--- src/design/lsc_pkg.sv ---
// Shared constants, types and the fixed segment range table of the LED color scaler.
package lsc_pkg;

   localparam int LED_COUNT_DEF     = 283;
   localparam int REDLINE_END_DEF   = 77;
   localparam int TABLE_ENTRIES_DEF = 28;

   localparam int STORED_ENTRIES = 28;
   localparam int RPM_ENTRY      = 15;
   localparam int SEL_W          = $clog2(STORED_ENTRIES);

   localparam int IDX_W      = 9;
   localparam int CH_W       = 8;
   localparam int COLOR_W    = 3 * CH_W;
   localparam int BRIGHT_W   = 8;
   localparam int REDLINE_W  = 6;
   localparam int CSR_IDX_W  = 2;
   localparam int CSR_DATA_W = 24;

   localparam int REQ_TDATA_W = 16;
   localparam int REQ_TUSER_W = 2;
   localparam int RSP_FIELD_W = IDX_W + COLOR_W;
   localparam int RSP_TDATA_W = ((RSP_FIELD_W + 7) / 8) * 8;

   localparam logic [CSR_IDX_W-1:0] REG_MAIN_COLOR = 2'd0;
   localparam logic [CSR_IDX_W-1:0] REG_BACK_COLOR = 2'd1;
   localparam logic [CSR_IDX_W-1:0] REG_BRIGHTNESS = 2'd2;
   localparam logic [CSR_IDX_W-1:0] REG_REDLINE    = 2'd3;

   localparam logic [COLOR_W-1:0]  MAIN_COLOR_RST    = '0;
   localparam logic [COLOR_W-1:0]  BACK_COLOR_RST    = '0;
   localparam logic [BRIGHT_W-1:0] BRIGHTNESS_RST    = 8'd30;
   localparam logic [REDLINE_W-1:0] REDLINE_RST      = '0;
   localparam logic [COLOR_W-1:0]  MAIN_COLOR_DEFAULT = {8'd180, 8'd240, 8'd6};

   // floor(x / 3) = (x * 171) >> 9 for any 8-bit x
   localparam logic [CH_W-1:0] DIV3_MUL   = 8'd171;
   localparam int              DIV3_SHIFT = 9;

   // floor(p / 100) = (p * 167773) >> 24 for any 16-bit p
   localparam int               PROD_W       = CH_W + BRIGHT_W;
   localparam int               RECIP_W      = 18;
   localparam logic [RECIP_W-1:0] RECIP_100  = 18'd167773;
   localparam int               RECIP_SHIFT  = 24;
   localparam int               QUOT_W       = 10;

   typedef logic [1:0] src_type;
   localparam src_type SRC_FIXED = 2'd0;
   localparam src_type SRC_MAIN  = 2'd1;
   localparam src_type SRC_DIM   = 2'd2;
   localparam src_type SRC_BACK  = 2'd3;

   typedef struct packed {
      logic [CH_W-1:0] red;
      logic [CH_W-1:0] green;
      logic [CH_W-1:0] blue;
   } rgb_type;

   localparam logic [IDX_W-1:0] SEG_END [STORED_ENTRIES] = '{
      9'd1,   9'd15,  9'd16,  9'd17,  9'd18,  9'd19,  9'd20,
      9'd21,  9'd22,  9'd23,  9'd24,  9'd25,  9'd26,  9'd27,
      9'd28,  9'd77,  9'd77,  9'd95,  9'd137, 9'd138, 9'd168,
      9'd175, 9'd206, 9'd221, 9'd227, 9'd269, 9'd270, 9'd282
   };

   localparam src_type SEG_SOURCE [STORED_ENTRIES] = '{
      SRC_DIM,   SRC_MAIN,  SRC_MAIN,  SRC_FIXED, SRC_FIXED, SRC_FIXED, SRC_FIXED,
      SRC_FIXED, SRC_FIXED, SRC_FIXED, SRC_FIXED, SRC_FIXED, SRC_FIXED, SRC_FIXED,
      SRC_FIXED, SRC_MAIN,  SRC_FIXED, SRC_DIM,   SRC_MAIN,  SRC_MAIN,  SRC_MAIN,
      SRC_MAIN,  SRC_MAIN,  SRC_MAIN,  SRC_FIXED, SRC_MAIN,  SRC_DIM,   SRC_BACK
   };

   localparam logic [COLOR_W-1:0] SEG_COLOR [STORED_ENTRIES] = '{
      24'h141402, 24'h3C0802, 24'h3C5002, 24'h02F002, 24'h02F002, 24'hF00202,
      24'hF00202, 24'hF00202, 24'h02F002, 24'h02F002, 24'h020278, 24'h3C5002,
      24'h3C5002, 24'h02F002, 24'h025002, 24'h3C0802, 24'h780802, 24'h141402,
      24'h3C5002, 24'h3C5002, 24'h06083C, 24'h3C5002, 24'h3C5002, 24'h020250,
      24'h500202, 24'h3C0802, 24'h141402, 24'h3C5002
   };

endpackage

--- src/design/lsc_channel_scale.sv ---
// One color channel: multiply by brightness, divide by 100, saturate at 255.
module lsc_channel_scale (
   input  logic                            clock,
   input  logic                            enable,
   input  logic [lsc_pkg::CH_W-1:0]        channel,
   input  logic [lsc_pkg::BRIGHT_W-1:0]    brightness,
   output logic [lsc_pkg::CH_W-1:0]        scaled
);

   localparam int FULL_W = lsc_pkg::PROD_W + lsc_pkg::RECIP_W;

   logic [lsc_pkg::PROD_W-1:0] prod_ff, prod_in;
   logic [FULL_W-1:0]          quot_ff, quot_in;
   logic [lsc_pkg::CH_W-1:0]   scaled_ff, scaled_in;
   logic [lsc_pkg::QUOT_W-1:0] quot;

   assign prod_in = lsc_pkg::PROD_W'(channel) * lsc_pkg::PROD_W'(brightness);
   assign quot_in = FULL_W'(prod_ff) * FULL_W'(lsc_pkg::RECIP_100);
   assign quot    = quot_ff[lsc_pkg::RECIP_SHIFT +: lsc_pkg::QUOT_W];

   always_comb begin
      if (quot > lsc_pkg::QUOT_W'(255)) begin
         scaled_in = '1;
      end else begin
         scaled_in = quot[lsc_pkg::CH_W-1:0];
      end
   end

   always_ff @(posedge clock) begin
      if (enable) begin
         prod_ff   <= prod_in;
         quot_ff   <= quot_in;
         scaled_ff <= scaled_in;
      end
   end

   assign scaled = scaled_ff;

endmodule

--- src/design/led_segment_color_scaler.sv ---
// Top level: LED segment color lookup and brightness scaling pipeline.
// Throughput: one transaction per cycle; six register stages (range compare,
// priority select, color source, brightness multiply, divide by 100, output)
// all advance together whenever the output register is empty or taken.
// Reset: synchronous, clears all stage valid bits and loads register defaults.
module led_segment_color_scaler #(
   parameter int LED_COUNT     = lsc_pkg::LED_COUNT_DEF,
   parameter int REDLINE_END   = lsc_pkg::REDLINE_END_DEF,
   parameter int TABLE_ENTRIES = lsc_pkg::TABLE_ENTRIES_DEF
) (
   input  logic                              clock,
   input  logic                              reset,
   input  logic                              req_tvalid,
   output logic                              req_tready,
   input  logic [lsc_pkg::REQ_TDATA_W-1:0]   req_tdata,  // led_index[8:0], zero pad
   input  logic [lsc_pkg::REQ_TUSER_W-1:0]   req_tuser,  // segment_on[0], blank[1]
   output logic                              rsp_tvalid,
   input  logic                              rsp_tready,
   output logic [lsc_pkg::RSP_TDATA_W-1:0]   rsp_tdata,  // pixel_index[8:0], red[16:9],
                                                         // green[24:17], blue[32:25], zero pad
   input  logic                              csr_valid,
   output logic                              csr_ready,
   input  logic [lsc_pkg::CSR_IDX_W-1:0]     csr_index,
   input  logic [lsc_pkg::CSR_DATA_W-1:0]    csr_data
);

   localparam int IW = lsc_pkg::IDX_W;
   localparam int NE = lsc_pkg::STORED_ENTRIES;
   localparam logic [IW:0]   LedCountW   = (IW+1)'(LED_COUNT);
   localparam logic [IW-1:0] RedlineEndW = IW'(REDLINE_END);

   logic [lsc_pkg::COLOR_W-1:0]   main_color_ff;
   logic [lsc_pkg::COLOR_W-1:0]   back_color_ff;
   logic [lsc_pkg::BRIGHT_W-1:0]  brightness_ff;
   logic [lsc_pkg::REDLINE_W-1:0] redline_ff;

   logic advance;
   logic v1_ff, v2_ff, v3_ff, v4_ff, v5_ff, vout_ff;
   logic [IW-1:0] idx1_ff, idx2_ff, idx3_ff, idx4_ff, idx5_ff, idxout_ff;
   logic on1_ff, on2_ff;
   logic [NE-1:0] hit1_ff, hit_in;
   logic [lsc_pkg::SEL_W-1:0] sel2_ff, sel_in;
   logic any2_ff;
   lsc_pkg::rgb_type color3_ff, color_in;
   lsc_pkg::rgb_type scaled;

   logic [IW-1:0] req_idx;
   logic          req_on;
   logic [IW-1:0] rpm_end;
   logic [IW-1:0] seg_end [NE];
   lsc_pkg::rgb_type main_rgb, dim_rgb, back_rgb;
   logic [lsc_pkg::COLOR_W-1:0] main_eff;

   assign advance    = !vout_ff || rsp_tready;
   assign req_tready = advance;
   assign csr_ready  = 1'b1;

   assign req_idx = req_tdata[IW-1:0];
   assign req_on  = req_tuser[0] && !req_tuser[1] && ({1'b0, req_idx} < LedCountW);

   always_ff @(posedge clock) begin
      if (reset) begin
         main_color_ff <= lsc_pkg::MAIN_COLOR_RST;
         back_color_ff <= lsc_pkg::BACK_COLOR_RST;
         brightness_ff <= lsc_pkg::BRIGHTNESS_RST;
         redline_ff    <= lsc_pkg::REDLINE_RST;
      end else if (csr_valid) begin
         unique case (csr_index)
            lsc_pkg::REG_MAIN_COLOR: main_color_ff <= csr_data;
            lsc_pkg::REG_BACK_COLOR: back_color_ff <= csr_data;
            lsc_pkg::REG_BRIGHTNESS: brightness_ff <= csr_data[lsc_pkg::BRIGHT_W-1:0];
            lsc_pkg::REG_REDLINE:    redline_ff    <= csr_data[lsc_pkg::REDLINE_W-1:0];
            default: ;
         endcase
      end
   end

   always_comb begin
      if (IW'(redline_ff) > RedlineEndW) begin
         rpm_end = '0;
      end else begin
         rpm_end = RedlineEndW - IW'(redline_ff);
      end
   end

   always_comb begin
      for (int i = 0; i < NE; i++) begin
         if (i == lsc_pkg::RPM_ENTRY) begin
            seg_end[i] = rpm_end;
         end else begin
            seg_end[i] = lsc_pkg::SEG_END[i];
         end
      end
      hit_in[0] = (TABLE_ENTRIES > 0) && (req_idx < seg_end[0]);
      for (int i = 1; i < NE; i++) begin
         hit_in[i] = (i < TABLE_ENTRIES) && (req_idx >= seg_end[i-1])
                     && (req_idx < seg_end[i]);
      end
   end

   always_comb begin
      sel_in = '0;
      for (int i = 0; i < NE; i++) begin
         if (hit1_ff[i]) begin
            sel_in = lsc_pkg::SEL_W'(i);
         end
      end
   end

   assign main_eff = (main_color_ff == '0) ? lsc_pkg::MAIN_COLOR_DEFAULT : main_color_ff;
   assign main_rgb = main_eff;
   assign back_rgb = back_color_ff;

   function automatic logic [lsc_pkg::CH_W-1:0] div3(input logic [lsc_pkg::CH_W-1:0] x);
      logic [2*lsc_pkg::CH_W-1:0] p;
      p = (2*lsc_pkg::CH_W)'(x) * (2*lsc_pkg::CH_W)'(lsc_pkg::DIV3_MUL);
      return lsc_pkg::CH_W'(p >> lsc_pkg::DIV3_SHIFT);
   endfunction

   assign dim_rgb.red   = div3(main_rgb.red);
   assign dim_rgb.green = div3(main_rgb.green);
   assign dim_rgb.blue  = div3(main_rgb.blue);

   always_comb begin
      if (!on2_ff || !any2_ff) begin
         color_in = '0;
      end else begin
         unique case (lsc_pkg::SEG_SOURCE[sel2_ff])
            lsc_pkg::SRC_FIXED: color_in = lsc_pkg::SEG_COLOR[sel2_ff];
            lsc_pkg::SRC_MAIN:  color_in = main_rgb;
            lsc_pkg::SRC_DIM:   color_in = dim_rgb;
            lsc_pkg::SRC_BACK:  color_in = back_rgb;
            default:            color_in = '0;
         endcase
      end
   end

   always_ff @(posedge clock) begin
      if (reset) begin
         v1_ff   <= 1'b0;
         v2_ff   <= 1'b0;
         v3_ff   <= 1'b0;
         v4_ff   <= 1'b0;
         v5_ff   <= 1'b0;
         vout_ff <= 1'b0;
      end else if (advance) begin
         v1_ff   <= req_tvalid;
         v2_ff   <= v1_ff;
         v3_ff   <= v2_ff;
         v4_ff   <= v3_ff;
         v5_ff   <= v4_ff;
         vout_ff <= v5_ff;
      end
   end

   always_ff @(posedge clock) begin
      if (advance) begin
         idx1_ff   <= req_idx;
         on1_ff    <= req_on;
         hit1_ff   <= hit_in;
         idx2_ff   <= idx1_ff;
         on2_ff    <= on1_ff;
         sel2_ff   <= sel_in;
         any2_ff   <= |hit1_ff;
         idx3_ff   <= idx2_ff;
         color3_ff <= color_in;
         idx4_ff   <= idx3_ff;
         idx5_ff   <= idx4_ff;
         idxout_ff <= idx5_ff;
      end
   end

   lsc_channel_scale u_scale_red (
      .clock      (clock),
      .enable     (advance),
      .channel    (color3_ff.red),
      .brightness (brightness_ff),
      .scaled     (scaled.red)
   );

   lsc_channel_scale u_scale_green (
      .clock      (clock),
      .enable     (advance),
      .channel    (color3_ff.green),
      .brightness (brightness_ff),
      .scaled     (scaled.green)
   );

   lsc_channel_scale u_scale_blue (
      .clock      (clock),
      .enable     (advance),
      .channel    (color3_ff.blue),
      .brightness (brightness_ff),
      .scaled     (scaled.blue)
   );

   assign rsp_tvalid = vout_ff;
   assign rsp_tdata  = lsc_pkg::RSP_TDATA_W'({scaled.blue, scaled.green, scaled.red, idxout_ff});

endmodule

--- config.mk ---
export PLATFORM = sky130hd
export DESIGN_NAME = led_segment_color_scaler
export DESIGN_NICKNAME = d
export VERILOG_FILES = /design/src/design/lsc_pkg.sv /design/src/design/lsc_channel_scale.sv /design/src/design/led_segment_color_scaler.sv
export SDC_FILE = /design/constraint.sdc
export NUM_CORES = 2
export LEC_CHECK = 0
export BUFFER_PORTS_ARGS = -buffer_cell sky130_fd_sc_hd__buf_2
export CAP_MARGIN = 20
export CORE_MARGIN = 8
export CORE_UTILIZATION = 27
export CTS_CLUSTER_DIAMETER = 120
export DETAILED_ROUTE_END_ITERATION = 8
export GPL_ROUTABILITY_DRIVEN = 0
export HOLD_SLACK_MARGIN = 0.15
export PLACE_DENSITY = 0.44
export SETUP_SLACK_MARGIN = 0.2
export SYNTH_ARGS = -nofsm -noshare
export SYNTH_HDL_FRONTEND = slang
export SYNTH_SLANG_ARGS = --single-unit
--- constraint.sdc ---
create_clock -name clock -period 30.9 [get_ports clock]
set_input_delay 6.18 -clock clock [delete_from_list [all_inputs] [get_ports clock]]
set_output_delay 6.18 -clock clock [all_outputs]
set_load 0.05 [all_outputs]
**Word level (Yosys, flattened, before mapping)**

Memories as Yosys holds them, arrays and structs flattened.
Cells that the tools add are included.

- Memories: 2
- Register bits after elaboration: 356
- ROM bits: 832
- Input bits: 49

- Reduce and logical (&&, ||, !) cells: 46
- Equal/unequal tests: 6
- $add $sub $neg: 1
- $lt $le $gt $ge: 60
- $mul: 9
- Multiplexer cells: 32
- Bitwise logic cells: 1

Memory list:

| memory | words | bits a word | read ports | clocked after memory_dff | write ports | line | RTL |
|---|---|---|---|---|---|---|---|
| (name not given) | 32 | 24 | 1 | 0 | 0 | led_segment_color_scaler.sv:129 | `lsc_pkg::SRC_FIXED: color_in = lsc_pkg::SEG_COLOR[sel2_ff];` |
| (name not given) | 32 | 2 | 1 | 0 | 0 | led_segment_color_scaler.sv:128 | `unique case (lsc_pkg::SEG_SOURCE[sel2_ff])` |

Operators by type and width:

| operator | count |
|---|---|
| greater-or-equal comparator 9 x 5 -> 1 bit, second input constant | 13 |
| less-than comparator 9 x 5 -> 1 bit, second input constant | 13 |
| multiplier 16 x 18 -> 34 bit, second input constant | 3 |
| one-hot mux 24 bit (4 select lines) | 1 |
| two-way mux 24 bit | 3 |
| greater-or-equal comparator 9 x 8 -> 1 bit, second input constant | 7 |
| less-than comparator 9 x 8 -> 1 bit, second input constant | 7 |
| two-way mux 5 bit | 11 |
| multiplier 8 x 8 -> 16 bit | 3 |
| multiplier 8 x 8 -> 16 bit, second input constant | 3 |
| less-than comparator 9 bit, second input constant | 4 |
| two-way mux 4 bit | 8 |
| > comparator 10 x 8 -> 1 bit, second input constant | 3 |
| logical AND 1 bit | 29 |
| OR reduction 28 bit | 1 |
| logical NOT 24 bit | 1 |
| greater-or-equal comparator 9 x 7 -> 1 bit, second input constant | 2 |
| greater-or-equal comparator 9 bit, second input constant | 2 |
| less-than comparator 9 x 7 -> 1 bit, second input constant | 2 |
| two-way mux 2 bit | 6 |
| OR reduction 12 bit | 1 |
| greater-or-equal comparator 9 x 1 -> 1 bit, second input constant | 1 |
| greater-or-equal comparator 9 x 4 -> 1 bit, second input constant | 1 |
| greater-or-equal comparator 9 bit | 1 |
| 16 further kinds | 29 |

**Depth between registers and ports, before layout**

- Depth after elaboration: 26
- Depth in mapped cells: 21
- Gate-level depth less buffers: 21

**Cells and area by module**

From an unflattened synthesis, not the netlist that was laid out.

- Cell total of the unflattened synthesis: 3,546
- Area, all modules: 35,885.7 sq um

Modules (own cells, without submodules):

| module | times used | cells an instance | area each (sq um) | seq. area each (sq um) |
|---|---|---|---|---|
| led_segment_color_scaler | 1 | 1,175 | 11,579.9 | 4,784.6 |
| lsc_channel_scale at u_scale_green | 1 | 809 | 8,204.1 | 1,021.0 |
| lsc_channel_scale at u_scale_red | 1 | 781 | 8,081.5 | 1,021.0 |
| lsc_channel_scale at u_scale_blue | 1 | 781 | 8,020.2 | 1,021.0 |

**Least setup slack after synthesis**

OpenSTA, ideal clock, no wires.

- Path kind: input-to-output
- Start: input port rsp_tready
- End: output port req_tready
- Stages: 2
- Required time: 24.720 ns
- Arrival: 12.735 ns
- Slack: 11.985 ns
- Cells stage by stage: nand2b_1 clkbuf_1

- Longest elaborated chain between the ends: 1

RTL lines:

| what | line | RTL |
|---|---|---|
| from (decl) | led_segment_color_scaler.sv:18 | `input logic rsp_tready,` |
| logical OR 1 bit | led_segment_color_scaler.sv:54 | `assign advance = !vout_ff \|\| rsp_tready;` |
| to (decl) | led_segment_color_scaler.sv:14 | `output logic req_tready,` |

No other way between the ends.

**Worst setup path after layout**

Same ends and word-level chain as after synthesis.

==> qor.yml <==
peakVddDrop_mv: 0.0353
hold_viol: 0
first_pass_iters: 5
drive_above_1_share: 0.0551
met3WireLength_um: 2150
cts_tree: "yes"
status: "finished clean"
nets: 4663
power.density_nw_per_um2: 56.2
htreeDepth: 2
arrival_ns: 7.26
port_buffers: 76
row_count: 132
hold_class: "flop to flop"
cp-start-kind: "primary input"
crit_fanout: 50
fmax_mhz: 74.4
io_pins: 92
viasPerCell: 4.30
post-cts-setup-buffers: 0
rsz0062_at_grt: "no"
wl_met1_um: 39300
drt_iter0_markers: 905
worst_pin_slew_ns: 1.08
fin_worst_skew_ns: 0.0484
coreArea_um2: 129000
setup_viol: 0
crit_type: "primary input to output port"
hpwl_um: 64600
grt.overflow.total: 0
wl_um: 79000
place_worst_setup_slack_ns: 17.43
cts_resized: 0
async_flop_share: 0
crit_path_end_kind: "output port"
maxCapViolCount: 0
synth-edff-count: 216
yosysTopAreaCell: "fa_1"
grt_pass1_wl_um: 130000
initial_core_util: 0.272
post-route-min-period_ns: 13.44
r2r-start: "u_scale_red.prod_ff[2]$_DFFE_PP_"
grt_antenna_before_repair: 0
clk_path_buf_depth: 3
ys_warn_count: 0
synthTopCellsByCount: "744 x inv_1, 656 x ha_1, 444 x fa_1"
p_leak_nw: 20.5
highest_layer: "met4"
cts_buffers: 37
grt_max_degree: 118
cts_sinks: 284
min_period_over_period: 0.435
route.vias.total: 22700
yosysMostFrequentCell: "inv_1"
clkTransAtPathRegs_ns: 0.06
hp-start: "idx2_ff[8]$_DFFE_PP_"
grt_usage: 0.112
netlist_instances: 3464
relSlewSlack: 0.282
wl_met2_um: 36400
seq_area_frac_synth: 0.223
ant_nets: 0
die_w_um: 377
critPathRequiredTime_ns: 24.72
tns_ns: 0
grt_pass1_vias: 24200
avgSynthCellArea_um2: 10.2
syn_to_final_growth_pct: 10.4
finalMaxSlewViolations: 0
synth-seq-cells: 284
cts-root-buf: "clkbuf_16"
ys.flop_type: "edfxtp_1"
yosys-top-cells-area: "fa_1 25%, ha_1 23%, edfxtp_1 18%"
cts_hold_buf: 0
clock_latency_ns: 0.60
synth_top_area_share: 0.253
synth_area_um2: 35200
synth_cell_types: 79
drc: 0
die_h_um: 377
wl_per_cell_um: 14.9
fillers: 13600
critical_path.startpoint: "rsp_tready"
die_area_um2: 142000
timing.final.ws_setup_ns: 17.46
-- state kept, by name (all words and copies together), names as in the netlist, 9 cells and up --
signal and cells:
back_color_ff 24, color3_ff 24, hit1_ff 28, idx1_ff 9, idx2_ff 9, idx3_ff 9, idx4_ff 9, idx5_ff 9
idxout_ff 9, main_color_ff 24, u_scale_blue.prod_ff 16, u_scale_blue.quot_ff 10, u_scale_green.prod_ff 16, u_scale_green.quot_ff 10, u_scale_red.prod_ff 16, u_scale_red.quot_ff 10
-- cells in the final DEF (no fill, tap or decap), drive strengths merged, types with 60 or more instances in the layout --
master  Yosys  layout
o21ai      61      61
a21oi     160     160
nor2      146     146
edfxtp    216     216
nand2     261     261
ha        656     656
buf        13      92
fa        444     444
xnor2      60      60
inv       744     745
and2      124     124
dfxtp      68      68
-- path summary, 6_finish.rpt --
kind	end	cells after the start	slack, ns
worst max-delay path	req_tready	3	17.46
worst min-delay path	idx3_ff[8]$_DFFE_PP_	0	0.42
worst max register to register	u_scale_red.quot_ff[33]$_DFFE_PP_	21	24.49
worst min register to register	idx3_ff[8]$_DFFE_PP_	0	0.42
-- worst max-delay path: stages --
cell and delay, ns:
buf_2 0.08, nand2b_4 0.58, buf_2 0.39
-- power breakdown --
group          switching (mW)  total, mW  internal, mW
combinational           0.730       1.24         0.511
clock                   0.177      0.449         0.272
sequential             0.0459      0.493         0.447
-- routing by layer --
layer | track usage | vias to the layer above
met5 | 0 | -
li1 | - | 11400
met2 | 0.186 | 223
met4 | 0.0208 | 0
met3 | 0.0137 | 62
met1 | 0.159 | 11100
-- cells by family after synthesis --
logic type	count (synthesis)	share of synthesized area
adder cells (fa/ha/maj)	1100	0.486
buffers and inverters	831	0.0896
AND/OR/NAND/NOR	757	0.104
AO/OA/AOI/OAI	384	0.0697
flip-flops	284	0.223
XOR/XNOR	84	0.0209
multiplexers	22	0.00640
other	2	0.000213
-- layout make-up --
class / instances / area (µm²) / share of cell area
diodes: 1 / 2.50 / 0.0000644
clock buffers: 43 / 948 / 0.0244
clock inverters: 23 / 310 / 0.00799
inverters: 744 / 2790 / 0.0719
multi-input cells: 2355 / 24200 / 0.624
flip-flops and latches: 284 / 7850 / 0.202
well taps: 1742 / 2180 / 0.0561
repair buffers: 92 / 520 / 0.0134
-- stage by stage --
stage               power [mW]  area, µm²  cells  hold WS [ns]  utilization
finish                    2.18      38800   5284         0.416        0.300
global route              2.46      38800   5283         0.419        0.300
CTS                       2.25      38800   5282         0.418        0.300
detailed placement        1.77      37600   5216         0.405        0.290
global placement          1.77      37600   5216         0.402        0.290
floorplan                 1.44      35200   3470         0.400            -
No activity file was read; power rests on OpenSTA's default activity.
